$ cat config.mk
export PLATFORM = sky130hd
export DESIGN_NAME = mtl_fifo
export DESIGN_NICKNAME = d
export VERILOG_FILES = /design/src/hdl/mtl_pkg.sv /design/src/hdl/mtl_fifo.sv
export SDC_FILE = /design/constraint.sdc
export NUM_CORES = 1
export LEC_CHECK = 0
export BUFFER_PORTS_ARGS = -buffer_cell sky130_fd_sc_hd__buf_2
export CORE_MARGIN = 1.5
export CORE_UTILIZATION = 53
export DETAILED_ROUTE_END_ITERATION = 6
export PLACE_DENSITY_LB_ADDON = 0.1
export SETUP_SLACK_MARGIN = 0.02
export SYNTH_ARGS = -nofsm -noshare
export SYNTH_HDL_FRONTEND = slang
export SYNTH_SLANG_ARGS = --single-unit
$ cat constraint.sdc
create_clock -name clk_i -period 6.25 [get_ports clk_i]
set_input_delay 0.9375 -clock clk_i [delete_from_list [all_inputs] [get_ports clk_i]]
set_output_delay 0.9375 -clock clk_i [all_outputs]
set_load 0.1 [all_outputs]
$ cat src/hdl/mtl_pkg.sv
`default_nettype none
// ----------------------------------------------------------------------------
// mtl_pkg: shared types and constants of the mutex table lock unit
// Field widths, operation and status codes, the decoded request that
// travels from the front end to the back end through the request queue.
// ----------------------------------------------------------------------------
package mtl_pkg;

  // parameter defaults
  localparam int MutexCountDef = 16;
  localparam int PidWidthDef   = 16;

  // fixed field widths
  localparam int OpW     = 3;
  localparam int IdW     = 4;
  localparam int RawPidW = 16;
  localparam int StatusW = 2;
  localparam int ValueW  = 16;

  // depth of the queue between front and back end
  localparam int QueueDepth = 2;

  // operation codes on the request channel
  localparam logic [OpW-1:0] OP_CREATE  = 3'd0;
  localparam logic [OpW-1:0] OP_LOCK    = 3'd1;
  localparam logic [OpW-1:0] OP_UNLOCK  = 3'd2;
  localparam logic [OpW-1:0] OP_TRYLOCK = 3'd3;
  localparam logic [OpW-1:0] OP_OWNER   = 3'd4;

  // status codes on the response channel
  localparam logic [StatusW-1:0] ST_OK    = 2'd0;
  localparam logic [StatusW-1:0] ST_ERROR = 2'd1;
  localparam logic [StatusW-1:0] ST_RETRY = 2'd2;

  // request class decided by the front end
  typedef enum logic [2:0] {
    KIND_CREATE,
    KIND_LOCK,
    KIND_UNLOCK,
    KIND_TRYLOCK,
    KIND_OWNER,
    KIND_ERROR
  } kind_e;

  // decoded request held in the queue
  typedef struct packed {
    kind_e               kind;
    logic [IdW-1:0]      idx;
    logic [RawPidW-1:0]  pid;
  } req_t;

endpackage : mtl_pkg
`default_nettype wire

$ cat src/hdl/mtl_fifo.sv
`default_nettype none
// ----------------------------------------------------------------------------
// mtl_fifo: request queue
// Small register queue between decoder and executor; takes a beat while
// not full and presents its oldest entry to the back end.
// ----------------------------------------------------------------------------
module mtl_fifo
  import mtl_pkg::*;
(
  input  wire logic clk_i,
  input  wire logic rst_ni,
  input  wire logic push_valid_i,
  output logic      push_ready_o,
  input  wire req_t push_req_i,
  output logic      pop_valid_o,
  input  wire logic pop_ready_i,
  output req_t      pop_req_o
);

  localparam int PtrW = (QueueDepth > 1) ? $clog2(QueueDepth) : 1;
  localparam int CntW = $clog2(QueueDepth + 1);

  req_t            slot_q [QueueDepth];
  logic [PtrW-1:0] wptr_q, wptr_d;
  logic [PtrW-1:0] rptr_q, rptr_d;
  logic [CntW-1:0] cnt_q, cnt_d;
  logic            push, pop;

  assign push_ready_o = cnt_q != CntW'(QueueDepth);
  assign pop_valid_o  = cnt_q != '0;
  assign pop_req_o    = slot_q[rptr_q];
  assign push         = push_valid_i && push_ready_o;
  assign pop          = pop_valid_o && pop_ready_i;

  // pointer and fill count update
  always_comb begin
    wptr_d = wptr_q;
    rptr_d = rptr_q;
    cnt_d  = cnt_q;
    if (push) begin
      wptr_d = (wptr_q == PtrW'(QueueDepth - 1)) ? '0 : wptr_q + 1'b1;
    end
    if (pop) begin
      rptr_d = (rptr_q == PtrW'(QueueDepth - 1)) ? '0 : rptr_q + 1'b1;
    end
    if (push && !pop) begin
      cnt_d = cnt_q + 1'b1;
    end else if (pop && !push) begin
      cnt_d = cnt_q - 1'b1;
    end
  end

  always_ff @(posedge clk_i or negedge rst_ni) begin
    if (!rst_ni) begin
      wptr_q <= '0;
      rptr_q <= '0;
      cnt_q  <= '0;
    end else begin
      wptr_q <= wptr_d;
      rptr_q <= rptr_d;
      cnt_q  <= cnt_d;
    end
  end

  // payload slots
  always_ff @(posedge clk_i) begin
    if (push) begin
      slot_q[wptr_q] <= push_req_i;
    end
  end

endmodule : mtl_fifo
`default_nettype wire

; ---- Word-level counts from Yosys, hierarchy flattened
; Memory sizes are Yosys's and may differ from the RTL's.
; Index checks and enable logic that the tools add are counted.
[word_totals]
n_memories = 1
in_bits = 27
mem_bits_ro = 0
elab_cells = 23
output_inout_bits = 25
latchBits = 0
ram_bits = 46
reg_bits = 4
[op_classes]
addsub = 4
n_eq_ne = 1
shifts = 0
div = 0
mul = 0
mux = 6
n_reduce_logical = 8
magnitude_cmp = 0
bitwise_logic = 0
[memory_table]
columns = name, depth, word_bits, rd, rd_ports_with_merged_regs, write_ports, line_no
row1 = slot_q, 2, 23, 1, 0, 1, mtl_fifo.sv:23  ; req_t slot_q [QueueDepth];
[op_table]
columns = operator, count
row1 = logical AND 1 bit, 4
row2 = 2-to-1 mux 1 bit, 4
row3 = 2-to-1 mux 2 bit, 2
row4 = nonzero test 2 bit, 2
row5 = "adder 1 bit, second input constant", 2
row6 = "adder 2 x 1 -> 2 bit, second input constant", 1
row7 = logical NOT 1 bit, 2
row8 = "!= test 2 bit, second input constant", 1
row9 = "subtractor 2 x 1 -> 2 bit, second input constant", 1

; ---- Logic depth before layout (Yosys ltp)
; Gate-level depths: netlist of run 1.
[logic_depth]
depth_word = 6
ltp_mapped = 7
ltp_nobuf = 7

; ---- Least setup slack after synthesis of run 1
; No wires, ideal clock.
[synth_timing]
kind = reg2reg
startpoint = register cnt_q[0]
endpoint = memory slot_q[0][0] (netlist name), enable pin
setup_time_ns = 0.403
stages_incl_launch_ff = 4
arrival_ns = 2.470
period_less_slack_ns = 2.873
required_time_ns = 5.847
n_path_buf = 0
setup_slack_ns = 3.377
path_cell_list = dfrtp_1 -> nand2b_1 -> nand2_1 -> nor2_1
[synth_between]
elab_chain_cells = 4
[synth_lines]
columns = item, line_no
row1 = "start, declared", mtl_fifo.sv:26  ; logic [CntW-1:0] cnt_q, cnt_d;
row2 = "start signal, assigned", mtl_fifo.sv:61  ; cnt_q <= cnt_d;
row3 = != test 2 bit, mtl_fifo.sv:29  ; assign push_ready_o = cnt_q != CntW'(QueueDepth);
row4 = net push_ready_o, mtl_fifo.sv:13  ; output logic push_ready_o,
row5 = logical AND 1 bit, mtl_fifo.sv:32  ; assign push = push_valid_i && push_ready_o;
row6 = 2-to-1 mux 1 bit, mtl_fifo.sv:67  ; if (push) begin
row7 = 2-to-1 mux 1 bit (not written as such), mtl_fifo.sv:68  ; slot_q[wptr_q] <= push_req_i;
row8 = "end, declared", mtl_fifo.sv:23
; The timed path passes the listed nets, and every way through them passes these cells.

==> impl_metrics.env, run 1 <==
export IMPL_outcome="completed"
export IMPL_cp_required_ns=5.31
export IMPL_max_clock_freq_mhz=343
export IMPL_synth_warnings=0
export IMPL_synthMuxAreaShare_pct=16.9
export IMPL_skew_ns=0.00667
export IMPL_synthArstFlopShare_pct=8.00
export IMPL_cp_arrival_ns=1.97
export IMPL_vias_per_cell=4.91
export IMPL_diodes=0
export IMPL_ios=52
export IMPL_grt_pass1_wl_microns=4430
export IMPL_drt_wl_total_microns=2710
export IMPL_period_minus_slack_ns=2.91
export IMPL_synth_top_family_by_area="multiplexers"
export IMPL_slew_viol_final=0
export IMPL_synth_simple_gate_area_share_pct=1.85
export IMPL_synth_edf_count=46
export IMPL_drt_antenna_violating_nets=0
export IMPL_synth_top_area_share_pct=70.5
export IMPL_crit_family="buffers and inverters"
export IMPL_min_period_over_period_pct=46.6
export IMPL_synthDistinctLibCells=16
export IMPL_cts_hold_buf=0
export IMPL_fp_dieH_microns=63.8
export IMPL_path_cells="buf_4 > mux2_2 > buf_2"
export IMPL_grt_ovfl_total=0
export IMPL_io_buffers=51
export IMPL_ys_seq_area_share_pct=75.6
export IMPL_path_buf_inv=2
export IMPL_cts_root_buf="clkbuf_8"
export IMPL_grt_pass1_vias=1039
export IMPL_start_util_pct=56.9
export IMPL_nets=175
export IMPL_drive_above_1_share_pct=56.1
export IMPL_clk_pin_slew_worst_paths_ns=0.08
export IMPL_endpoint_kind="output pin"
export IMPL_grt_usage_pct=14.7
export IMPL_synth_common_cells="edfxtp_1, mux2_4, dfrtp_1, mux2_2, xnor2_1"
export IMPL_fin_setup_tns_ns=0
export IMPL_seqCellArea_sq_um=1480
export IMPL_post_cts_resized=0
export IMPL_wl_per_cell_microns=14.0
export IMPL_die_w_microns=63.8
export IMPL_drtIter0Drc=29
export IMPL_grt_setup_unrepaired="false"
export IMPL_coreArea_sq_um=3440
export IMPL_clock_sinks=50
export IMPL_hpwl_microns=1900
export IMPL_ys_flop_type="edfxtp_1"
export IMPL_yosysMostFrequentCell="edfxtp_1"
export IMPL_ys_seq_elements=50
export IMPL_antenna_found_initial=0
export IMPL_min_path_type="primary input to async pin"
export IMPL_worstMarginPinSlew_ns=1.04
export IMPL_cts_buffer_depth=2
export IMPL_wl_met3_microns=169
export IMPL_area_delta_synth_final_pct=18.3
export IMPL_first_pass_iters=2
export IMPL_syn_inst=90
export IMPL_clock_latency_ns=0.28
export IMPL_wl_met1_microns=1030
export IMPL_synth_xor_area_share_pct=2.23
export IMPL_synth_compound_area_share_pct=0
export IMPL_syn_avg_cell_area_sq_um=21.8
export IMPL_setup_viol=0
export IMPL_top_layer_used="met4"
export IMPL_syn_area_sq_um=1960
export IMPL_critical_path_peak_fanout=16
export IMPL_cts_setup_buffers=0
export IMPL_cpPeakStageDelay_ns=0.65
export IMPL_nFillCells=262
export IMPL_drc_errors=0
export IMPL_via_count=952
export IMPL_wl_met2_microns=1500
export IMPL_htreeDepth=2
export IMPL_die_area_sq_um=4070
export IMPL_worst_setup_path_start_kind="flop"
export IMPL_path_class="flop to output pin"
export IMPL_multiInputGateArea_sq_um=425
export IMPL_rows=21
export IMPL_numCtsBuffers=5
export IMPL_yosysTopAreaCell="edfxtp_1"
export IMPL_tritoncts="done"
export IMPL_critical_path_slowest_cell="dfrtp_1"
export IMPL_finalHoldViolations=0
export IMPL_gp_congestion=0.635
export IMPL_synth_area_leaders="edfxtp_1, mux2_4, dfrtp_1, mux2_2, buf_12"
export IMPL_maxSlewHeadroom_pct=30.9
export IMPL_synth_fa_ha_area_share_pct=0.639
export IMPL_grt_max_degree=24
export IMPL_syn_nets=118
export IMPL_maxCapViolations=0
==> cells by family after synthesis <==
| group | Yosys count |
|---|---|
| XOR/XNOR | 5 |
| adder cells (fa/ha/maj) | 1 |
| multiplexers | 23 |
| AND/OR/NAND/NOR | 7 |
| buffers and inverters | 4 |
| flip-flops | 50 |
==> worst register-to-register path: cells and delay by family (launching register included) <==
kind	cells	cell delay, ns
simple gates	2	1.04
flops	1	0.43
==> layer usage <==
layer / GRT usage (%) / vias to the layer above
met5: 0 / -
met4: 6.52 / 0
met3: 4.40 / 2
met2: 26.8 / 32
met1: 15.4 / 464
li1: - / 454
==> stage by stage <==
stage	worst slack (ns)	utilization (%)	instance area [sq um]	instances	hold WS, ns
after detailed placement	3.63	65.0	2240	186	0.472
after global routing	3.24	67.4	2320	194	0.437
after floorplan	3.38	-	1960	90	0.456
after global placement	3.65	65.0	2240	186	0.473
final	3.34	67.4	2320	194	0.443
after CTS	3.31	67.4	2320	194	0.437
==> layout make-up <==
class                   instances  share of cell area, %
flip-flops and latches         50                   63.9
multi-input cells              36                   18.3
repair buffers                 53                   11.7
clock buffers                   5                   2.97
well taps                      46                   2.48
clock inverters                 3                  0.486
inverters                       1                  0.162
==> final timing paths <==
check	start	endpoint	slack (ns)	cells after the start
max in group asynchronous	rst_ni	cnt_q[0]	5.68	1
worst max-delay path	rptr_q	pop_req_o[7]	3.34	3
worst min-delay path	rst_ni	wptr_q	0.44	1
min in group clk_i	cnt_q[1]	cnt_q[1]	0.50	1
worst min register to register	cnt_q[1]	cnt_q[1]	0.50	1
worst max register to register	cnt_q[0]	slot_q[1][5]	4.40	2
==> state kept, by name, indices dropped and copies added, names as in the netlist <==
register  cells
cnt_q         2
rptr_q        1
slot_q       46
wptr_q        1
==> cell usage in the layout, fill, tap and decap left out, types with 2 or more instances in the layout <==
cell       n
buf_2     51
edfxtp_1  46
buf_4      2
xnor2_1    3
dfrtp_1    4
xor2_1     2
mux2_2     4
clkinv_1   3
mux2_4    19
clkbuf_8   5
Power of run 1 is left out: the tool's default activity adds up to more than one toggle a clock period on the data nets, which glitch-free logic cannot reach.
==> run 2: changes to the inputs <==
--- a/config.mk
+++ b/config.mk
@@ -5,9 +5,10 @@
 export SDC_FILE = /design/constraint.sdc
 export NUM_CORES = 1
 export LEC_CHECK = 0
+export ABC_AREA = 1
 export BUFFER_PORTS_ARGS = -buffer_cell sky130_fd_sc_hd__buf_2
 export CORE_MARGIN = 1.5
-export CORE_UTILIZATION = 53
+export CORE_UTILIZATION = 51
 export DETAILED_ROUTE_END_ITERATION = 6
 export PLACE_DENSITY_LB_ADDON = 0.1
 export SETUP_SLACK_MARGIN = 0.02
==> constraint.sdc (replaced) <==
create_clock -name clk_i -period 2.9 [get_ports clk_i]
set_input_delay 0.435 -clock clk_i [delete_from_list [all_inputs] [get_ports clk_i]]
set_output_delay 0.435 -clock clk_i [all_outputs]
set_load 0.1 [all_outputs]
==> impl_metrics.env, run 2 <==
export IMPL_synth_area_leaders="edfxtp_1, nand2_1, dfrtp_1, nand2_2, buf_6"
export IMPL_synth_warnings=0
export IMPL_coreArea_sq_um=3690
export IMPL_grt_pass1_vias=1286
export IMPL_setup_viol=0
export IMPL_synth_common_cells="nand2_1, edfxtp_1, nand2_2"
export IMPL_synthDistinctLibCells=17
export IMPL_syn_avg_cell_area_sq_um=13.2
export IMPL_reg2reg_from="cnt_q[0]"
export IMPL_stdcell_count=254
export IMPL_cts_buffer_depth=2
export IMPL_slew_viol_final=0
export IMPL_cts_setup_buffers=0
export IMPL_whs_path_depth=1
export IMPL_clock_sinks=50
export IMPL_ios=52
export IMPL_r2r_cells=5
export IMPL_whs_ns=0.321
export IMPL_syn_inst=149
export IMPL_ys_seq_area_share_pct=75.4
export IMPL_ys_seq_elements=50
export IMPL_min_from="push_req_i[19]"
export IMPL_first_pass_iters=4
export IMPL_syn_area_sq_um=1960
export IMPL_grt_usage_pct=17.2
export IMPL_path_class="flop to output pin"
export IMPL_layout_common_cells="nand2_1, buf_2, edfxtp_1, nand2_2, clkbuf_8"
export IMPL_cts_hold_buf=1
export IMPL_start_util_pct=53.3
export IMPL_die_area_sq_um=4230
export IMPL_maxCapViolations=0
export IMPL_top_register="slot_q"
export IMPL_numCtsBuffers=5
export IMPL_antenna_found_initial=0
export IMPL_min_period_over_period_pct=81.9
export IMPL_gp_congestion=0.687
export IMPL_worst_setup_path_start_kind="flop"
export IMPL_worstReg2RegEnd="slot_q[0][22]"
export IMPL_die_w_microns=65.1
export IMPL_rows=22
export IMPL_clock_latency_ns=0.30
export IMPL_cp_required_ns=2.47
export IMPL_dpl_cell_count=245
export IMPL_synth_edf_count=46
export IMPL_io_buffers=51
export IMPL_tritoncts="done"
export IMPL_drt_wl_total_microns=3120
export IMPL_syn_nets=177
export IMPL_finalHoldViolations=0
export IMPL_drt_antenna_violating_nets=0
export IMPL_grt_ovfl_total=0
export IMPL_grt_pass1_wl_microns=5310
export IMPL_critical_path_peak_fanout=25
export IMPL_grt_max_degree=26
export IMPL_diodes=0
export IMPL_layout_commonest_cell="nand2_1"
export IMPL_drive_above_1_share_pct=36.9
export IMPL_fin_util_pct=64.7
export IMPL_largest_reg_flops=46
export IMPL_yosysMostFrequentCell="nand2_1"
export IMPL_fin_setup_tns_ns=0
export IMPL_rrSetupSlack_ns=1.12
export IMPL_yosysTopAreaCell="edfxtp_1"
export IMPL_endpoint_kind="output pin"
export IMPL_fp_dieH_microns=65.1
export IMPL_period_minus_slack_ns=2.38
export IMPL_synth_top_area_share_pct=70.3
export IMPL_post_cts_resized=0
export IMPL_via_count=1209
export IMPL_maxSlewHeadroom_pct=38.7
export IMPL_htreeDepth=2
export IMPL_synthArstFlopShare_pct=8.00
export IMPL_drc_errors=0
export IMPL_reg_largest_list="slot_q x46, cnt_q x2"
export IMPL_ys_flop_type="edfxtp_1"
export IMPL_min_path_type="primary input to flop"
export IMPL_area_delta_synth_final_pct=21.5
export IMPL_drtIter0Drc=42
export IMPL_worstMarginPinSlew_ns=0.920
export IMPL_hold_path_endpoint="slot_q[1][19]"
export IMPL_outcome="completed"
export IMPL_skew_ns=0.00441
export IMPL_clk_pin_slew_worst_paths_ns=0.08
export IMPL_nets=233
export IMPL_wl_per_cell_microns=12.3
export IMPL_max_clock_freq_mhz=421
export IMPL_cts_root_buf="clkbuf_8"
export IMPL_grt_setup_unrepaired="false"
export IMPL_hpwl_microns=2150
export IMPL_vias_per_cell=4.76
export IMPL_cp_arrival_ns=1.94
## run 2: cell count changes after synthesis, moves of 3 or more
cell     change
nand2_1     +68
mux2_4      -19
nand2_2      +7
mux2_2       -4
inv_1        +3
## run 2: kinds of logic after synthesis
family / Yosys count / share of synthesized area, %
adder cells (fa/ha/maj): 1 / 0.637
XOR/XNOR: 2 / 1.27
AND/OR/NAND/NOR: 84 / 18.1
buffers and inverters: 12 / 4.59
flip-flops: 50 / 75.4
## run 2: layer usage
layer  GRT usage (%)  wire length (microns)
met1            19.1                   1280
met2            30.3                   1630
met3            5.56                    151
met4            7.29                     61
met5               0                      0
## run 2: final cells by class
type	count	area, sq um
clock buffers	5	68.8
clock inverters	3	63.8
fillers	300	1300
inverters	7	33.8
multi-input cells	87	398
flip-flops and latches	50	1480
well taps	48	60.1
repair buffers	54	280
## run 2: worst max-delay path, cell delays in order, from the launching register on
cell and delay (ns):
dfrtp_1 0.73, inv_8 0.33, nand2_1 0.08, nand2_1 0.07, buf_2 0.42
## run 2: how the worst max path moves through the flow
stage | end | startpoint | slack, ns | depth (start not counted)
final | pop_req_o[0] | rptr_q | 0.52 | 4
after detailed placement | pop_req_o[9] | rptr_q | 0.81 | 3
after global placement | pop_req_o[7] | rptr_q | 0.83 | 4
after floorplan | slot_q[0][0] | cnt_q[0] | 0.70 | 4
after global routing | pop_req_o[6] | rptr_q | 0.38 | 4
after CTS | pop_req_o[9] | rptr_q | 0.48 | 3
## run 2: stage by stage
| step | instance area (sq um) | worst slack, ns |
|---|---|---|
| finish | 2390 | 0.525 |
| CTS | 2390 | 0.475 |
| global placement | 2240 | 0.826 |
| global route | 2390 | 0.382 |
| detailed placement | 2240 | 0.805 |
| floorplan | 1960 | 0.695 |
Power of run 2 is left out for the same reason.
==> run 3: changes to the inputs <==
--- a/config.mk
+++ b/config.mk
@@ -5,10 +5,10 @@
 export SDC_FILE = /design/constraint.sdc
 export NUM_CORES = 1
 export LEC_CHECK = 0
-export ABC_AREA = 1
+export ABC_AREA = 0
 export BUFFER_PORTS_ARGS = -buffer_cell sky130_fd_sc_hd__buf_2
 export CORE_MARGIN = 1.5
-export CORE_UTILIZATION = 51
+export CORE_UTILIZATION = 46
 export DETAILED_ROUTE_END_ITERATION = 6
 export PLACE_DENSITY_LB_ADDON = 0.1
 export SETUP_SLACK_MARGIN = 0.02
==> constraint.sdc (replaced) <==
create_clock -name clk_i -period 2.16 [get_ports clk_i]
set_input_delay 0.324 -clock clk_i [delete_from_list [all_inputs] [get_ports clk_i]]
set_output_delay 0.324 -clock clk_i [all_outputs]
set_load 0.1 [all_outputs]
==> impl_metrics.env, run 3 (same netlist as run 1, synthesis figures left out) <==
export IMPL_outcome="completed"
export IMPL_die_w_microns=68.3
export IMPL_skew_ns=0.00343
export IMPL_layout_common_cells="edfxtp_1, buf_2, buf_12, mux2_4"
export IMPL_clock_sinks=50
export IMPL_cts_setup_buffers=0
export IMPL_critical_path_peak_fanout=18
export IMPL_critPathLaunch="rptr_q"
export IMPL_max_clock_freq_mhz=537
export IMPL_cp_arrival_ns=1.54
export IMPL_grt_pass1_vias=1012
export IMPL_ios=52
export IMPL_setup_viol=0
export IMPL_cpPeakStageDelay_ns=0.41
export IMPL_drt_wl_total_microns=2820
export IMPL_finalHoldViolations=0
export IMPL_layout_commonest_cell="edfxtp_1"
export IMPL_htreeDepth=2
export IMPL_reg2reg_from="cnt_q[0]"
export IMPL_reg_largest_list="slot_q x46, cnt_q x2"
export IMPL_antenna_found_initial=0
export IMPL_grt_ovfl_total=0
export IMPL_die_area_sq_um=4660
export IMPL_numCtsBuffers=5
export IMPL_grt_setup_unrepaired="false"
export IMPL_vias_per_cell=4.80
export IMPL_maxCapViolations=0
export IMPL_post_cts_resized=0
export IMPL_path_class="flop to output pin"
export IMPL_nets=179
export IMPL_area_delta_synth_final_pct=38.0
export IMPL_first_pass_iters=4
export IMPL_endpoint_kind="output pin"
export IMPL_wl_per_cell_microns=14.0
export IMPL_io_buffers=51
export IMPL_min_period_over_period_pct=86.2
export IMPL_period_minus_slack_ns=1.86
export IMPL_grt_usage_pct=13.7
export IMPL_drt_antenna_violating_nets=0
export IMPL_clk_pin_slew_worst_paths_ns=0.08
export IMPL_worst_setup_path_start_kind="flop"
export IMPL_grt_max_degree=19
export IMPL_tritoncts="done"
export IMPL_diodes=0
export IMPL_worstMarginPinSlew_ns=0.483
export IMPL_cp_required_ns=1.84
export IMPL_fin_setup_tns_ns=0
export IMPL_grt_pass1_wl_microns=4530
export IMPL_rows=23
export IMPL_hpwl_microns=2070
export IMPL_min_from="push_req_i[2]"
export IMPL_drive_above_1_share_pct=57.2
export IMPL_via_count=970
export IMPL_drtIter0Drc=23
export IMPL_coreArea_sq_um=4060
export IMPL_path_cells="buf_4 > mux2_2 > buf_12"
export IMPL_maxSlewHeadroom_pct=68.0
export IMPL_clock_latency_ns=0.29
export IMPL_slew_viol_final=0
export IMPL_cts_buffer_depth=2
export IMPL_top_register="slot_q"
export IMPL_drc_errors=0
export IMPL_min_path_type="primary input to flop"
export IMPL_fp_dieH_microns=68.3
export IMPL_critical_path_slowest_cell="mux2_2"
export IMPL_gp_congestion=0.631
export IMPL_largest_reg_flops=46
export IMPL_cts_root_buf="clkbuf_8"
export IMPL_start_util_pct=48.3
==> run 3: cell count changes in the layout (fill, tap and decap cells not counted), moves of 4 or more <==
cell / delta
buf_12: +23
buf_2: -23
mux2_2: +4
mux2_4: +19
nand2_1: -68
nand2_2: -7
==> run 3: path summary, 6_finish.rpt <==
check,end,slack [ns],depth (start not counted)
worst max-delay path,pop_req_o[2],0.30,3
worst min-delay path,slot_q[1][2],0.22,1
worst max register to register,slot_q[0][21],0.53,4
worst min register to register,cnt_q[1],0.51,1
max in group asynchronous,wptr_q,1.68,2
min in group asynchronous,cnt_q[0],0.36,2
==> run 3: per-stage QoR <==
step                util (%)  hold WS [ns]  setup WS (ns)  area [sq um]  cells
global placement        64.4         0.131          0.600          2610    193
detailed placement      64.4         0.133          0.509          2610    193
global route            66.6         0.208          0.214          2700    202
floorplan                  -        0.0284         0.0468          1960     90
finish                  66.6         0.218          0.298          2700    202
CTS                     66.6         0.211          0.269          2700    202
==> run 3: layout make-up <==
| class | count | area, sq um |
|---|---|---|
| timing repair buffer | 57 | 648 |
| sequential | 50 | 1480 |
| multi-input combinational | 36 | 428 |
| clock buffer | 5 | 68.8 |
| clock inverter | 3 | 11.3 |
| inverter | 1 | 3.75 |
| tap | 50 | 62.6 |
| fill | 290 | 1350 |
==> run 3: layer usage <==
metal	up-vias	track usage, %	share of wire, %
met3	5	3.45	5.1
met4	0	6.75	1.3
met1	471	16.9	40
met5	-	0	0
met2	29	22.5	53
li1	465	-	-
==> run 3: what timing repair did <==
item / 4_1_cts / 5_1_grt
hold buffers: 1 / 0
endpoints found under the hold margin: 4 / 0
setup endpoints to repair: 0 / 0
==> run 3: critical path, delay by kind of cell, from the launching register on <==
family                 cells  cell delay (ns)
buffers and inverters      2             0.48
muxes                      1             0.41
DFF                        1             0.35
Power of run 3 is left out for the same reason.
