**config.mk**
```make
export PLATFORM = sky130hd
export DESIGN_NAME = mtl_back
export DESIGN_NICKNAME = d
export VERILOG_FILES = /design/src/hdl/mtl_pkg.sv /design/src/hdl/mtl_back.sv
export SDC_FILE = /design/constraint.sdc
export NUM_CORES = 1
export LEC_CHECK = 0
export ABC_AREA = 1
export BUFFER_PORTS_ARGS = -buffer_cell sky130_fd_sc_hd__buf_2
export CAP_MARGIN = 20
export CORE_ASPECT_RATIO = 1.25
export CORE_MARGIN = 2
export CORE_UTILIZATION = 62
export DETAILED_ROUTE_END_ITERATION = 12
export PLACE_DENSITY = 0.9
export SLEW_MARGIN = 20
export SYNTH_ARGS = -nofsm -noshare
export SYNTH_HDL_FRONTEND = slang
export SYNTH_SLANG_ARGS = --single-unit
```
**constraint.sdc**
```tcl
create_clock -name clk_i -period 3.5 [get_ports clk_i]
set_clock_uncertainty 0.2 [all_clocks]
set_input_delay 0.35 -clock clk_i [delete_from_list [all_inputs] [get_ports clk_i]]
set_output_delay 0.35 -clock clk_i [all_outputs]
set_load 0.03 [all_outputs]
```
**src/hdl/mtl_pkg.sv**
```systemverilog
`default_nettype none
// ----------------------------------------------------------------------------
// mtl_pkg: shared types and constants of the mutex table lock unit
// Field widths, operation and status codes, the decoded request that
// travels from the front end to the back end through the request queue.
// ----------------------------------------------------------------------------
package mtl_pkg;

  // parameter defaults
  localparam int MutexCountDef = 16;
  localparam int PidWidthDef   = 16;

  // fixed field widths
  localparam int OpW     = 3;
  localparam int IdW     = 4;
  localparam int RawPidW = 16;
  localparam int StatusW = 2;
  localparam int ValueW  = 16;

  // depth of the queue between front and back end
  localparam int QueueDepth = 2;

  // operation codes on the request channel
  localparam logic [OpW-1:0] OP_CREATE  = 3'd0;
  localparam logic [OpW-1:0] OP_LOCK    = 3'd1;
  localparam logic [OpW-1:0] OP_UNLOCK  = 3'd2;
  localparam logic [OpW-1:0] OP_TRYLOCK = 3'd3;
  localparam logic [OpW-1:0] OP_OWNER   = 3'd4;

  // status codes on the response channel
  localparam logic [StatusW-1:0] ST_OK    = 2'd0;
  localparam logic [StatusW-1:0] ST_ERROR = 2'd1;
  localparam logic [StatusW-1:0] ST_RETRY = 2'd2;

  // request class decided by the front end
  typedef enum logic [2:0] {
    KIND_CREATE,
    KIND_LOCK,
    KIND_UNLOCK,
    KIND_TRYLOCK,
    KIND_OWNER,
    KIND_ERROR
  } kind_e;

  // decoded request held in the queue
  typedef struct packed {
    kind_e               kind;
    logic [IdW-1:0]      idx;
    logic [RawPidW-1:0]  pid;
  } req_t;

endpackage : mtl_pkg
`default_nettype wire

```
**src/hdl/mtl_back.sv**
```systemverilog
`default_nettype none
// ----------------------------------------------------------------------------
// mtl_back: mutex table executor
// Holds table, fill count and response register; with that register free or
// draining, it runs one request per cycle as a read-modify-write of one entry.
// ----------------------------------------------------------------------------
module mtl_back
  import mtl_pkg::*;
#(
  parameter int MUTEX_COUNT = MutexCountDef,
  parameter int PID_WIDTH   = PidWidthDef
) (
  input  wire logic               clk_i,
  input  wire logic               rst_ni,
  input  wire logic               req_valid_i,
  output logic                    req_ready_o,
  input  wire req_t               req_i,
  output logic                    rsp_valid_o,
  input  wire logic               rsp_ready_i,
  output logic [StatusW-1:0]      rsp_status_o,
  output logic [ValueW-1:0]       rsp_value_o,
  output logic                    rsp_wake_o
);

  // ids are IdW bits wide, so at most 2**IdW entries can ever be addressed
  localparam int TableDepth = (MUTEX_COUNT < (1 << IdW)) ? MUTEX_COUNT : (1 << IdW);
  localparam int TidxW      = (TableDepth > 1) ? $clog2(TableDepth) : 1;
  localparam int CntW       = $clog2(MUTEX_COUNT + 1);

  // entries are created lowest first and never destroyed: used == below count
  logic [CntW-1:0]       cnt_q;
  logic [TableDepth-1:0] locked_q;
  logic [PID_WIDTH-1:0]  owner_q [TableDepth];

  logic                  rsp_valid_q;
  logic [StatusW-1:0]    status_q, status_d;
  logic [ValueW-1:0]     value_q, value_d;
  logic                  wake_q, wake_d;

  logic                  issue;
  logic [TidxW-1:0]      tidx;
  logic [31:0]           pid_wide, owner_wide;
  logic [PID_WIDTH-1:0]  pid_tag;
  logic                  used, locked, owner_match, full;
  logic                  set_lock, clr_lock, bump;

  // accept from the queue when the response register is free or draining
  assign issue       = req_valid_i && (!rsp_valid_q || rsp_ready_i);
  assign req_ready_o = issue;

  // entry read
  assign tidx        = req_i.idx[TidxW-1:0];
  assign pid_wide    = 32'(req_i.pid);
  assign pid_tag     = pid_wide[PID_WIDTH-1:0];
  assign owner_wide  = 32'(owner_q[tidx]);
  assign used        = 32'(req_i.idx) < 32'(cnt_q);
  assign locked      = locked_q[tidx];
  assign owner_match = owner_q[tidx] == pid_tag;
  assign full        = cnt_q == CntW'(MUTEX_COUNT);

  // execute
  always_comb begin
    status_d = ST_ERROR;
    value_d  = '0;
    wake_d   = 1'b0;
    set_lock = 1'b0;
    clr_lock = 1'b0;
    bump     = 1'b0;
    case (req_i.kind)
      KIND_CREATE: begin
        if (!full) begin
          status_d = ST_OK;
          value_d  = ValueW'(cnt_q);
          bump     = 1'b1;
        end
      end
      KIND_LOCK: begin
        if (used) begin
          if (!locked) begin
            status_d = ST_OK;
            set_lock = 1'b1;
          end else if (!owner_match) begin
            status_d = ST_RETRY;
          end
        end
      end
      KIND_UNLOCK: begin
        if (used && locked && owner_match) begin
          status_d = ST_OK;
          wake_d   = 1'b1;
          clr_lock = 1'b1;
        end
      end
      KIND_TRYLOCK: begin
        if (used && !locked) begin
          status_d = ST_OK;
          set_lock = 1'b1;
        end
      end
      KIND_OWNER: begin
        if (used) begin
          status_d = ST_OK;
          value_d  = locked ? owner_wide[ValueW-1:0] : '0;
        end
      end
      default: begin
        status_d = ST_ERROR;
      end
    endcase
  end

  // control state
  always_ff @(posedge clk_i or negedge rst_ni) begin
    if (!rst_ni) begin
      cnt_q       <= '0;
      locked_q    <= '0;
      rsp_valid_q <= 1'b0;
    end else begin
      if (issue && bump) begin
        cnt_q <= cnt_q + 1'b1;
      end
      if (issue && set_lock) begin
        locked_q[tidx] <= 1'b1;
      end else if (issue && clr_lock) begin
        locked_q[tidx] <= 1'b0;
      end
      if (issue) begin
        rsp_valid_q <= 1'b1;
      end else if (rsp_ready_i) begin
        rsp_valid_q <= 1'b0;
      end
    end
  end

  // owner tags and response payload; owner is only read while locked
  always_ff @(posedge clk_i) begin
    if (issue && set_lock) begin
      owner_q[tidx] <= pid_tag;
    end
    if (issue) begin
      status_q <= status_d;
      value_q  <= value_d;
      wake_q   <= wake_d;
    end
  end

  assign rsp_valid_o  = rsp_valid_q;
  assign rsp_status_o = status_q;
  assign rsp_value_o  = value_q;
  assign rsp_wake_o   = wake_q;

  // a granted lock leaves the entry held
  a_lock_sets: assert property (@(posedge clk_i) disable iff (!rst_ni)
    (issue && set_lock) |=> locked_q[$past(tidx)])
    else $error("granted entry not marked locked");

  // a wake response leaves the entry free
  a_wake_frees: assert property (@(posedge clk_i) disable iff (!rst_ni)
    (issue && wake_d) |=> !locked_q[$past(tidx)])
    else $error("entry still locked after wake");

  // the fill count moves only on a successful create
  a_cnt_create: assert property (@(posedge clk_i) disable iff (!rst_ni)
    !(issue && bump) |=> (cnt_q == $past(cnt_q)))
    else $error("fill count changed without create");

  // a fresh response carries the status just computed
  a_rsp_load: assert property (@(posedge clk_i) disable iff (!rst_ni)
    issue |=> (rsp_valid_o && rsp_status_o == $past(status_d)))
    else $error("response register not loaded on issue");

endmodule : mtl_back
`default_nettype wire

```
# Yosys cells after proc, flatten, opt, wreduce, memory -nomap -nowiden
# Memory sizes are Yosys's and may differ from the RTL's.
# Index checks and enable logic that the tools add are counted.
op_classes:
  addsub: 1
  n_eq_ne: 6
  n_bitwise: 3
  n_reduce_logical: 14
  n_mul: 0
  n_mux: 30
  shifts: 0
  n_lt_le_gt_ge: 3
  div_mod_pow: 0
op_table:
  columns: ["op", "count"]
  rows:
  - ["16-bit two-way mux", 4]
  - ["16-bit one-hot mux with 2 select lines", 1]
  - ["1-bit two-way mux", 17]
  - ["16-bit AND", 1]
  - ["16-bit equality test", 1]
  - ["16-bit inverter", 1]
  - ["16-bit bitwise OR", 1]
  - ["2-bit one-hot mux with 5 select lines", 1]
  - ["1-bit logical AND", 8]
  - ["3-bit by 2-bit equality test with 1-bit output (second input constant)", 2]
  - ["2-bit two-way mux", 3]
  - ["5-bit by 1-bit adder with 5-bit output (second input constant)", 1]
  - ["5-bit equality test (second input constant)", 1]
  - ["4-bit by 5-bit < comparator with 1-bit output", 1]
  - ["4-bit by 5-bit < comparator with 1-bit output (second input constant)", 1]
  - ["5-bit two-way mux", 1]
  - ["1-bit binary-select mux with 4-bit select", 1]
  - ["1-bit demux with 4-bit select", 1]
  - ["4-bit by 1-bit greater-or-equal comparator with 1-bit output (second input constant)", 1]
  - ["2-bit nonzero test", 2]
  - ["3-bit by 1-bit equality test with 1-bit output (second input constant)", 1]
  - ["3-bit equality test (second input constant)", 1]
  - ["3-bit logical NOT", 1]
  - ["1-bit logical NOT", 2]
  - ["other kinds (2)", 2]
totals:
  input_bits: 27
  output_inout_bits: 21
  reg_bits: 41
  mem_bits_ro: 0
  n_memories: 1
  mem_bits_rw: 256
  wordCells: 64
  latchBits: 0
memory_table:
  columns: ["memory", "depth", "width", "read_ports", "rd_clocked_by_memory_dff", "write_ports", "line_no", "rtl"]
  rows:
  - ["owner_q", 16, 16, 1, 0, 1, "mtl_back.sv:33", "logic [PID_WIDTH-1:0] owner_q [TableDepth];"]

# Longest topological paths before layout
# Gate-level depths: netlist of the first run.
depth:
  word_depth: 9
  depth_mapped: 22
  ltp_nobuf: 18

# Worst setup path before layout of the first run
# No wires, ideal clock.
synth_path:
  path_type: "input -> register"
  startpoint: "input req_i[16] (netlist name)"
  endpoint: "memory owner_q[10][0] (netlist name) (enable)"
  setup_time_ns: 0.364
  n_path_buf: 4
  path_slack_ns: 0.705
  path_stages: 15
  t_arrival_ns: 2.231
  required_time_ns: 2.936
  path_cell_list: "buf_6 inv_4 nor2_2 buf_6 buf_6 a22oi_1 nand3_1 nand2_1 nand4_1 nor2_1 inv_1 nor3_2 buf_2 nand2_1 inv_1"
synth_between:
  elab_chain_len: 9
  word_cells_on_any_way: 12
  classes_between: "order compare: 1; mux: 8; reduce/logical: 3"
synth_rtl:
  columns: ["element", "line_no", "rtl"]
  rows:
  - ["start, declared", "mtl_back.sv:17", "input wire req_t req_i,"]
  - ["1-bit binary-select mux with 4-bit select", "mtl_back.sv:57", "assign locked = locked_q[tidx];"]
  - ["1-bit two-way mux (implied by the code)", "mtl_back.sv:57", null]
  - ["1-bit logical NOT", "mtl_back.sv:95", "if (used && !locked) begin"]
  - ["1-bit logical AND", "mtl_back.sv:95", null]
  - ["1-bit two-way mux", "mtl_back.sv:95", null]
  - ["1-bit one-hot mux with 2 select lines", "mtl_back.sv:69", "case (req_i.kind)"]
  - ["1-bit logical AND", "mtl_back.sv:137", "if (issue && set_lock) begin"]
  - ["1-bit two-way mux", "mtl_back.sv:137", null]
  - ["1-bit two-way mux (implied by the code)", "mtl_back.sv:138", "owner_q[tidx] <= pid_tag;"]
  - ["end, declared", "mtl_back.sv:33", null]
# Parallel ways exist; a longest one is shown, timed or not. The select of a mux whose other input is x is not followed.

# Final worst setup path of the first run
layout_path:
  startpoint: "register cnt_q[2]"
  endpoint: "memory owner_q[8][5] (netlist name) (enable)"
layout_between:
  elab_chain_len: 7
  word_cells_on_any_way: 8
  classes_between: "order compare: 1; mux: 5; reduce/logical: 2"
layout_rtl:
  columns: ["element", "line_no", "rtl"]
  rows:
  - ["start, declared", "mtl_back.sv:31", "logic [CntW-1:0] cnt_q;"]
  - ["start signal, assigned", "mtl_back.sv:120", "cnt_q <= cnt_q + 1'b1;"]
  - ["4-bit by 5-bit < comparator with 1-bit output *", "mtl_back.sv:56", "assign used = 32'(req_i.idx) < 32'(cnt_q);"]
  - ["1-bit logical AND", "mtl_back.sv:95", null]
  - ["1-bit two-way mux", "mtl_back.sv:95", null]
  - ["1-bit one-hot mux with 2 select lines *", "mtl_back.sv:69", null]
  - ["1-bit logical AND *", "mtl_back.sv:137", null]
  - ["1-bit two-way mux *", "mtl_back.sv:137", null]
  - ["1-bit two-way mux (implied by the code) *", "mtl_back.sv:138", null]
# Every way passes the cells marked *; elsewhere a longest branch is shown, timed or not.

==> impl_metrics.env, run 1 <==
export IMPL_drt_iter0_markers=1534
export IMPL_synth_common_cells="nand2_1, edfxtp_1, nor2_1"
export IMPL_final_cell_count_no_fill=1627
export IMPL_io_pins=48
export IMPL_switching_power_mw=1.91
export IMPL_path_cells="inv_1 -> ha_1 -> nand2_1 -> inv_1 -> o21ai_0 -> nand3_1 -> nor2_1 -> inv_1 -> nor3_2 -> buf_4 -> nand2_1 -> inv_1 -> buf_4"
export IMPL_synth_area_um2=12900
export IMPL_synth_edf_count=275
export IMPL_hp_class="in2reg"
export IMPL_rsz0062_at_grt="false"
export IMPL_crit_fanout=16
export IMPL_holdWs_ns=0.0136
export IMPL_slew_headroom_pct=62.9
export IMPL_viasPerCell=6.04
export IMPL_post_synth_top_count_cell="nand2_1"
export IMPL_n_antenna_cell=0
export IMPL_multi_input_area_um2=3540
export IMPL_num_rows=58
export IMPL_die_width_um=133
export IMPL_grt_pass1_wl_mm=52.2
export IMPL_design_core_area_um2=20200
export IMPL_final_antenna_net_count=0
export IMPL_ys_flop_type="edfxtp_1"
export IMPL_dp_cells=1562
export IMPL_outcome="complete, no violations"
export IMPL_dieHeight_um=165
export IMPL_gr_total_overflow=0
export IMPL_hold_buffers=12
export IMPL_wl_per_cell_um=20.6
export IMPL_synth_seq_cells=297
export IMPL_critPathMaxStageDelay_ns=0.39
export IMPL_setup_viol=0
export IMPL_yosys_area_top_type="edfxtp_1"
export IMPL_cts_buffer_depth=3
export IMPL_portBuffers=47
export IMPL_numCtsBuffers=29
export IMPL_grt_pass1_vias=9665
export IMPL_drive_above_1_share_pct=10.6
export IMPL_grt_total_usage_pct=31.8
export IMPL_cts_tree="done"
export IMPL_ys_seq_area_share_pct=68.5
export IMPL_power_frac_comb_pct=9.6
export IMPL_gp_congestion=0.881
export IMPL_synth_area_leaders="edfxtp_1, nand2_1, dfrtp_1"
export IMPL_clock_sinks=297
export IMPL_yosysTopAreaCellShare_pct=64.2
export IMPL_p_clk_share_pct=39.8
export IMPL_worstMarginPinSlew_ns=0.557
export IMPL_intPower_mw=6.12
export IMPL_ir_worst_vdd_uv=432
export IMPL_start_util_pct=63.5
export IMPL_drv_cap=0
export IMPL_wl_mm=33.6
export IMPL_clk_pin_slew_ns=0.07
export IMPL_leakagePower_nw=6.32
export IMPL_synth_warnings=0
export IMPL_tns_ns=0
export IMPL_start_kind="flop"
export IMPL_drc=0
export IMPL_critPathRequiredTime_ns=3.51
export IMPL_firstDrtPassIters=8
export IMPL_hold_viol=0
export IMPL_cpMaxStageDelayCell="dfrtp_1"
export IMPL_switching_share_pct=23.8
export IMPL_area_delta_synth_final_pct=14.5
export IMPL_hpwl_mm=18.7
export IMPL_power_density_nw_per_um2=545
export IMPL_critPathArrivalTime_ns=2.87
export IMPL_syn_num_nets=1284
export IMPL_synth_cell_types=31
export IMPL_cp_common_cell="inv_1"
export IMPL_synth_area_per_cell_um2=10.3
export IMPL_slew_viol_final=0
export IMPL_clk_latency_ns=0.55
export IMPL_htree_levels=1
export IMPL_fmax_mhz=350
export IMPL_nNetsFinal=1367
export IMPL_cts_resized=0
export IMPL_period_share_pct=81.7
export IMPL_critPathCaptureType="flop"
export IMPL_total_power_mw=8.03
export IMPL_syn_inst=1252
export IMPL_root_buffer="clkbuf_16"
export IMPL_grt_max_degree=73
export IMPL_layout_min_cycle_time_ns=2.86
export IMPL_p_seq_share_pct=50.6
export IMPL_num_fill_cells=1159
export IMPL_vias=9827
export IMPL_cts_setup_buffers=0
export IMPL_async_reset_ff_share_pct=7.41
export IMPL_crit_type="reg2reg"
export IMPL_die_area_um2=21900
export IMPL_seq_area_um2=8810
export IMPL_antenna_found_initial=0
final timing paths:
kind | from | end | slack, ns | cells past startpoint
min in group asynchronous | rst_ni | cnt_q[1] | 0.12 | 2
hold reg to reg | flop | flop | 0.28 | 2
setup / recovery | cnt_q[2] | owner_q[8][5] | 0.64 | 13
hold / removal | req_i[7] | owner_q[10][7] | 0.01 | 1
max in group asynchronous | rst_ni | asynchronous set/reset pin | 2.60 | 2
setup reg to reg | cnt_q[2] | owner_q[8][5] | 0.64 | 13
cell usage in the layout, fill, tap and decap left out, types with 5 or more instances in the layout:
| cell type | netlist | layout |
|---|---|---|
| buf_4 | 7 | 28 |
| nand3_1 | 43 | 43 |
| dfrtp_1 | 22 | 22 |
| clkbuf_16 | 0 | 29 |
| dlygate4sd3_1 | 0 | 12 |
| o21ai_0 | 5 | 5 |
| buf_12 | 0 | 16 |
| ha_1 | 5 | 5 |
| o21bai_1 | 15 | 15 |
| buf_2 | 24 | 46 |
| nand2_1 | 675 | 675 |
| nand4_1 | 18 | 18 |
| nor2_1 | 65 | 64 |
| edfxtp_1 | 275 | 275 |
| inv_1 | 40 | 40 |
| clkbuf_1 | 3 | 8 |
| o21ai_1 | 5 | 5 |
power groups by stage:
| stage | clock network, mW | logic, mW | registers (mW) |
|---|---|---|---|
| after detailed placement | 0 | 0.721 | 4.12 |
| after global routing | 3.34 | 0.843 | 4.06 |
| final | 3.20 | 0.773 | 4.06 |
| after global placement | 0 | 0.682 | 4.12 |
| after CTS | 3.20 | 0.748 | 4.06 |
| after floorplan | 0 | 0.451 | 4.14 |
metrics by stage:
step | area, um^2 | setup slack, ns | utilization [%]
2_1_floorplan | 12900 | 0.705 | -
3_3_place_gp | 13600 | 0.475 | 67.3
3_5_place_dp | 13600 | 0.364 | 67.3
4_1_cts | 14700 | 0.681 | 72.7
5_1_grt | 14700 | 0.463 | 72.7
6_report | 14700 | 0.640 | 72.7
registers in the layout (all words and copies together) (netlist names), named ones only:
signal        flops
owner_q         256
rsp_value_o      16
rsp_valid_o       1
rsp_wake_o        1
cnt_q             5
rsp_status_o      2
per-layer routing:
layer	track usage, %	routed length (um)	up-vias
li1	-	-	4286
met1	38.4	11000	4506
met2	53.6	16400	850
met3	5.71	4100	185
met4	19.7	2150	0
met5	0	0	-
kinds of logic (layout without fill, tap and decap cells):
kind of cell             after synthesis  in the layout  share of synthesized area (%)
adder cells (fa/ha/maj)                5              5                          0.486
buffers and inverters                 95            200                           3.99
XOR/XNOR                               4              4                          0.272
AND/OR/NAND/NOR                      812            812                           24.8
flip-flops                           297            297                           68.5
AO/OA/AOI/OAI                         39             39                           1.98
worst max-delay path: cells and delay by family (launching register included):
family | cells | cell delay, ns
buffers and inverters | 6 | 0.85
AO/OA/AOI/OAI | 1 | 0.19
adder cells (fa/ha/maj) | 1 | 0.28
AND/OR/NAND/NOR | 5 | 0.60
flip-flops | 1 | 0.39
layout make-up:
class                      count  area share, %
clock buffer                  41           5.50
clock inverter                12           1.20
inverter                      45           1.16
multi-input combinational    860           24.1
sequential                   297           59.8
tap                          270           2.29
timing repair buffer         102           5.98
Note: power is estimated with default switching activity, not from simulation.
==> inputs of run 2 (changes only) <==
--- a/config.mk
+++ b/config.mk
@@ -5,14 +5,14 @@
 export SDC_FILE = /design/constraint.sdc
 export NUM_CORES = 1
 export LEC_CHECK = 0
-export ABC_AREA = 1
+export ABC_AREA = 0
 export BUFFER_PORTS_ARGS = -buffer_cell sky130_fd_sc_hd__buf_2
 export CAP_MARGIN = 20
 export CORE_ASPECT_RATIO = 1.25
 export CORE_MARGIN = 2
-export CORE_UTILIZATION = 62
+export CORE_UTILIZATION = 56
 export DETAILED_ROUTE_END_ITERATION = 12
-export PLACE_DENSITY = 0.9
+export PLACE_DENSITY = 0.86
 export SLEW_MARGIN = 20
 export SYNTH_ARGS = -nofsm -noshare
 export SYNTH_HDL_FRONTEND = slang
==> constraint.sdc (replaced) <==
create_clock -name clk_i -period 2.4 [get_ports clk_i]
set_clock_uncertainty 0.2 [all_clocks]
set_input_delay 0.24 -clock clk_i [delete_from_list [all_inputs] [get_ports clk_i]]
set_output_delay 0.24 -clock clk_i [all_outputs]
set_load 0.03 [all_outputs]
==> run 2 against run 1 <==
Net effect: the run now ends with setup timing left; global-route usage decreased by 1.6 points; routed wire length increased by 9.4%; clock-buffer cell count decreased by 7; die area increased by 9.4%; sequential share of layout area decreased by 6.3 points; final area increased by 12%; total power increased by 49%; first-iteration DRC count decreased by 40%; combinational power increased by 120%; non-clock buffer count increased by 151; largest power group unchanged.
==> impl_metrics.env, run 2 <==
export IMPL_use_met3_pct=6.15
export IMPL_hp_class="in2async"
export IMPL_grt_busiest_layer="met2"
export IMPL_synthAdderAreaFrac_pct=0.491
export IMPL_synth_cell_types=59
export IMPL_clk_pin_slew_ns=0.07
export IMPL_viasPerCell=6.56
export IMPL_gr_total_overflow=0
export IMPL_cts_tree="done"
export IMPL_grt_met2_usage_pct=51.5
export IMPL_synth_seq_cells=297
export IMPL_synth_top_family_by_area="multiplexers"
export IMPL_start_util_pct=57.2
export IMPL_synth_mux_area_share_pct=14.0
export IMPL_power_density_nw_per_um2=725
export IMPL_antenna_found_initial=0
export IMPL_drc=0
export IMPL_cts_buffer_depth=3
export IMPL_grt_pass1_wl_mm=53.4
export IMPL_critPathArrivalTime_ns=3.32
export IMPL_crit_fanout=14
export IMPL_dp_cells=1166
export IMPL_synth_area_leaders="edfxtp_1, mux4_2, dfrtp_1"
export IMPL_outcome="finished, violations left"
export IMPL_tns_ns=-92.15
export IMPL_clk_latency_ns=0.56
export IMPL_hpwl_mm=19.1
export IMPL_drt_iter0_markers=916
export IMPL_ys_seq_area_share_pct=69.1
export IMPL_largest_register_ffs=256
export IMPL_die_width_um=139
export IMPL_fmax_mhz=323
export IMPL_synth_compound_area_share_pct=5.43
export IMPL_post_synth_top_count_cell="edfxtp_1"
export IMPL_firstDrtPassIters=7
export IMPL_wl_mm=36.7
export IMPL_drv_cap=0
export IMPL_leakagePower_nw=5.86
export IMPL_synth_edf_count=275
export IMPL_rsz0062_at_grt="true"
export IMPL_wl_per_cell_um=28.7
export IMPL_synth_simple_area_share_pct=5.97
export IMPL_vias=8406
export IMPL_synth_area_per_cell_um2=17.3
export IMPL_period_share_pct=129
export IMPL_yosys_area_top_type="edfxtp_1"
export IMPL_final_cell_mix="edfxtp_1, buf_4, mux4_2, buf_2, mux2i_1"
export IMPL_critPathRequiredTime_ns=2.62
export IMPL_synthXorXnorAreaFrac_pct=2.61
export IMPL_area_delta_synth_final_pct=29.2
export IMPL_holdWs_ns=0.00440
export IMPL_synth_warnings=0
export IMPL_largest_register="owner_q"
export IMPL_final_antenna_net_count=0
export IMPL_rr_worst_depth=10
export IMPL_regToRegStartpoint="owner_q[1][12]"
export IMPL_final_cell_count_no_fill=1282
export IMPL_portBuffers=47
export IMPL_clock_sinks=297
export IMPL_dieHeight_um=173
export IMPL_die_area_um2=24000
export IMPL_synth_common_cells="edfxtp_1, mux4_2, mux2i_1"
export IMPL_synth_area_um2=12700
export IMPL_yosysTopAreaCellShare_pct=64.8
export IMPL_num_rows=61
export IMPL_violations="setup timing"
export IMPL_critPathCaptureType="flop"
export IMPL_setup_viol=291
export IMPL_root_buffer="clkbuf_16"
export IMPL_nNetsFinal=1010
export IMPL_grt_max_degree=28
export IMPL_grt_total_usage_pct=30.2
export IMPL_async_reset_ff_share_pct=7.41
export IMPL_ir_worst_vdd_uv=708
export IMPL_slew_headroom_pct=57.6
export IMPL_syn_num_nets=767
export IMPL_slew_viol_final=0
export IMPL_io_pins=48
export IMPL_start_kind="flop"
export IMPL_grt_pass1_vias=8551
export IMPL_pre_cts_ws_ns=-1.04
export IMPL_numCtsBuffers=28
export IMPL_htree_levels=1
export IMPL_hold_viol=0
export IMPL_final_common_cell="edfxtp_1"
export IMPL_ys_flop_type="edfxtp_1"
export IMPL_design_core_area_um2=22300
export IMPL_worstMarginPinSlew_ns=0.636
export IMPL_worst_slack_ns=-0.696
export IMPL_n_antenna_cell=0
export IMPL_layout_min_cycle_time_ns=3.10
export IMPL_crit_type="reg2reg"
export IMPL_gp_congestion=0.877
export IMPL_regToRegSetupSlack_ns=-0.70
export IMPL_drive_above_1_share_pct=39.3
export IMPL_design_area_um2=16500
export IMPL_post_dp_cell_area_um2=14500
export IMPL_grt_met1_usage_pct=35.5
export IMPL_syn_inst=735
==> run 2: cell count changes in the layout (fill, tap and decap cells not counted), moves of 30 or more <==
cell	change
nand2_1	-651
mux4_2	+50
mux2i_1	+39
buf_6	+33
buf_4	+92
nor2_1	-46
nand3_1	-30
inv_1	-35
==> run 2: worst max path at each step <==
stage	startpoint	end	slack (ns)
2_1_floorplan	req_i[17]	rsp_status_o[1]	-0.51
3_3_place_gp	req_i[16]	flop	-0.94
3_5_place_dp	req_i[16]	flop	-1.04
4_1_cts	owner_q[15][4]	rsp_status_o[1]	-0.62
5_1_grt	owner_q[1][12]	flop	-0.74
6_report	owner_q[1][12]	flop	-0.70
==> run 2: cells by family (layout without fill, tap and decap cells) <==
logic type / after synthesis / in the layout
AO/OA/AOI/OAI: 96 / 96
XOR/XNOR: 38 / 38
adder cells (fa/ha/maj): 5 / 5
buffers and inverters: 46 / 310
flip-flops: 297 / 297
multiplexers: 108 / 108
AND/OR/NAND/NOR: 145 / 145
==> run 2: report_power, final <==
part           internal, mW  total [mW]  switching (mW)
sequential             5.78        5.85          0.0679
clock                  2.51        4.37            1.86
combinational         0.824        1.71           0.889
total                  9.12        11.9            2.82
==> run 2: cell type report <==
class | instances | area (um^2)
clock buffers | 34 | 744
inverters | 6 | 22.5
fillers | 1177 | 5820
clock inverters | 17 | 151
flip-flops and latches | 297 | 8810
repair buffers | 253 | 2410
well taps | 283 | 354
multi-input cells | 392 | 3970
==> run 2: timing repair <==
item	4_1_cts	5_1_grt
setup buffers	28	11
cloned	11	0
hold endpoints to repair	225	1
hold buffers	22	1
pin swaps	16	19
resized for setup	68	45
setup endpoints to repair	291	291
==> run 2: metrics by stage <==
step	power (mW)	utilization, %
floorplan	6.71	-
global placement	7.26	65.1
detailed placement	7.31	65.1
CTS	11.8	73.6
global route	12.2	73.9
finish	11.9	73.9
==> run 2: worst max-delay path: stages (launching register included) <==
cell	delay, ns
edfxtp_1	0.40
mux4_2	0.53
xnor2_2	0.17
nand3_1	0.20
o31ai_4	0.11
buf_4	0.16
a41oi_2	0.13
or4_4	0.49
buf_6	0.18
o31ai_1	0.27
o21ai_1	0.12
==> run 2: routing by layer <==
metal  share of wire (%)  vias up
met3                 9.8      175
met5                   0        -
met1                  33     4216
met4                 7.0        0
met2                  50      604
li1                    -     3411
==> inputs of run 3 (changes only) <==
--- a/config.mk
+++ b/config.mk
@@ -10,9 +10,9 @@
 export CAP_MARGIN = 20
 export CORE_ASPECT_RATIO = 1.25
 export CORE_MARGIN = 2
-export CORE_UTILIZATION = 56
+export CORE_UTILIZATION = 62
 export DETAILED_ROUTE_END_ITERATION = 12
-export PLACE_DENSITY = 0.86
+export PLACE_DENSITY = 0.9
 export SLEW_MARGIN = 20
 export SYNTH_ARGS = -nofsm -noshare
 export SYNTH_HDL_FRONTEND = slang
==> constraint.sdc (replaced) <==
create_clock -name clk_i -period 3.4 [get_ports clk_i]
set_clock_uncertainty 0.2 [all_clocks]
set_input_delay 0.34 -clock clk_i [delete_from_list [all_inputs] [get_ports clk_i]]
set_output_delay 0.34 -clock clk_i [all_outputs]
set_load 0.03 [all_outputs]
==> run 3 against run 2 <==
Net effect: the run now ends clean; sequential share of layout area is 5.7 points higher; die area is 9.4% lower; via count is 5.2% lower; sequential cell count stayed put; combinational power is 50% lower; worst setup slack better by 0.79 ns.
==> impl_metrics.env, run 3 (synthesis gave the netlist of run 2 again) <==
export IMPL_outcome="complete, no violations"
export IMPL_met2_length_mm=16.4
export IMPL_num_fill_cells=1071
export IMPL_slew_viol_final=0
export IMPL_finalCoreUtilization_pct=73.7
export IMPL_gr_total_overflow=0
export IMPL_cts_tree="done"
export IMPL_power_density_nw_per_um2=560
export IMPL_viasPerCell=6.96
export IMPL_layout_min_cycle_time_ns=3.30
export IMPL_clk_latency_ns=0.55
export IMPL_nNetsFinal=886
export IMPL_crit_type="in2reg"
export IMPL_leakagePower_nw=5.14
export IMPL_setup_viol=0
export IMPL_die_area_um2=21700
export IMPL_multi_input_area_um2=3660
export IMPL_wl_mm=34.2
export IMPL_slew_headroom_pct=40.7
export IMPL_critPathCaptureType="flop"
export IMPL_routed_top_layer="met4"
export IMPL_period_share_pct=97.2
export IMPL_seq_area_um2=8810
export IMPL_start_util_pct=63.1
export IMPL_hold_viol=0
export IMPL_critPathArrivalTime_ns=3.52
export IMPL_die_width_um=132
export IMPL_grt_pass1_wl_mm=51.1
export IMPL_drc=0
export IMPL_clk_pin_slew_ns=0.07
export IMPL_largest_register="owner_q"
export IMPL_rsz0062_at_grt="false"
export IMPL_wl_met3_mm=4.18
export IMPL_grt_pass1_vias=8255
export IMPL_fmax_mhz=303
export IMPL_design_core_area_um2=20200
export IMPL_dp_cells=1085
export IMPL_total_power_mw=8.33
export IMPL_antenna_found_initial=0
export IMPL_gp_congestion=0.905
export IMPL_grt_max_degree=45
export IMPL_ir_worst_vdd_uv=412
export IMPL_pre_cts_ws_ns=-0.189
export IMPL_grt_total_usage_pct=32.4
export IMPL_n_antenna_cell=0
export IMPL_critPathRequiredTime_ns=3.61
export IMPL_hp_class="in2reg"
export IMPL_wl_met1_mm=11.0
export IMPL_drive_above_1_share_pct=27.8
export IMPL_num_rows=58
export IMPL_firstDrtPassIters=6
export IMPL_vias=7972
export IMPL_area_delta_synth_final_pct=16.7
export IMPL_start_kind="input pin"
export IMPL_post_dp_cell_area_um2=13800
export IMPL_clock_sinks=297
export IMPL_final_cell_count_no_fill=1145
export IMPL_final_antenna_net_count=0
export IMPL_cts_buffer_depth=3
export IMPL_hpwl_mm=20.0
export IMPL_largest_register_ffs=256
export IMPL_portBuffers=47
export IMPL_crit_fanout=44
export IMPL_worstMarginPinSlew_ns=0.886
export IMPL_root_buffer="clkbuf_16"
export IMPL_htree_levels=1
export IMPL_drv_cap=0
export IMPL_design_area_um2=14900
export IMPL_wl_per_cell_um=29.8
export IMPL_numCtsBuffers=28
export IMPL_drt_iter0_markers=1113
export IMPL_io_pins=48
export IMPL_final_common_cell="edfxtp_1"
export IMPL_dieHeight_um=164
export IMPL_worst_slack_ns=0.0956
export IMPL_final_cell_mix="edfxtp_1, buf_4, mux4_2, buf_2, mux2i_1"
==> run 3: final timing paths <==
check                           slack (ns)                    endpoint           from  cells past startpoint
worst min register to register        0.32                        flop           flop                      2
worst max register to register        0.14                        flop  owner_q[4][2]                      9
max in group asynchronous             2.55                 rsp_valid_o         rst_ni                      2
worst min-delay path                 0.005               owner_q[7][0]       req_i[0]                      1
min in group asynchronous             0.10  asynchronous set/reset pin         rst_ni                      2
worst max-delay path                   0.1                        flop      req_i[19]                     11
==> run 3: through the flow <==
stage / setup TNS (ns) / hold WS, ns
global route: 0 / 0.00622
floorplan: 0 / -0.156
finish: 0 / 0.00529
global placement: -2.79 / 0.114
CTS: 0 / 0.00110
detailed placement: -14.53 / 0.132
==> run 3: worst max-delay path: stages <==
cell and delay, ns:
buf_2 0.17, buf_12 0.23, nor2_1 0.52, a22oi_1 0.22, o211ai_1 0.18, xor2_1 0.39, a41oi_1 0.24, or4_4 0.56
buf_4 0.22, o31ai_1 0.32, o21ai_1 0.12
==> run 3: timing repair <==
| item | 4_1_cts | 5_1_grt |
|---|---|---|
| setup buffers | 0 | 0 |
| setup endpoints to repair | 0 | 2 |
| hold buffers | 9 | 0 |
| endpoints found under the hold margin | 94 | 0 |
| resized for setup | 0 | 3 |
==> run 3: layer usage <==
metal,vias up,GRT usage [%]
met1,3855,39.7
met3,189,6.76
met5,-,0
met2,758,52.7
li1,3170,-
met4,0,21.6
==> run 3: area by class of cell <==
cell class,instances,share of cell area [%]
Inverter,6,0.151
Tap cell,270,2.27
Sequential cell,297,59.2
Clock buffer,32,4.96
Timing Repair Buffer,129,7.07
Multi-Input combinational cell,392,24.7
Clock inverter,19,1.65
==> run 3: power by group <==
group / switching [mW] / leakage (nW) / internal (mW) / total [mW]
Combinational: 0.510 / 1.89 / 0.338 / 0.848
Clock: 1.33 / 0.474 / 2.00 / 3.34
Sequential: 0.0617 / 2.77 / 4.08 / 4.14
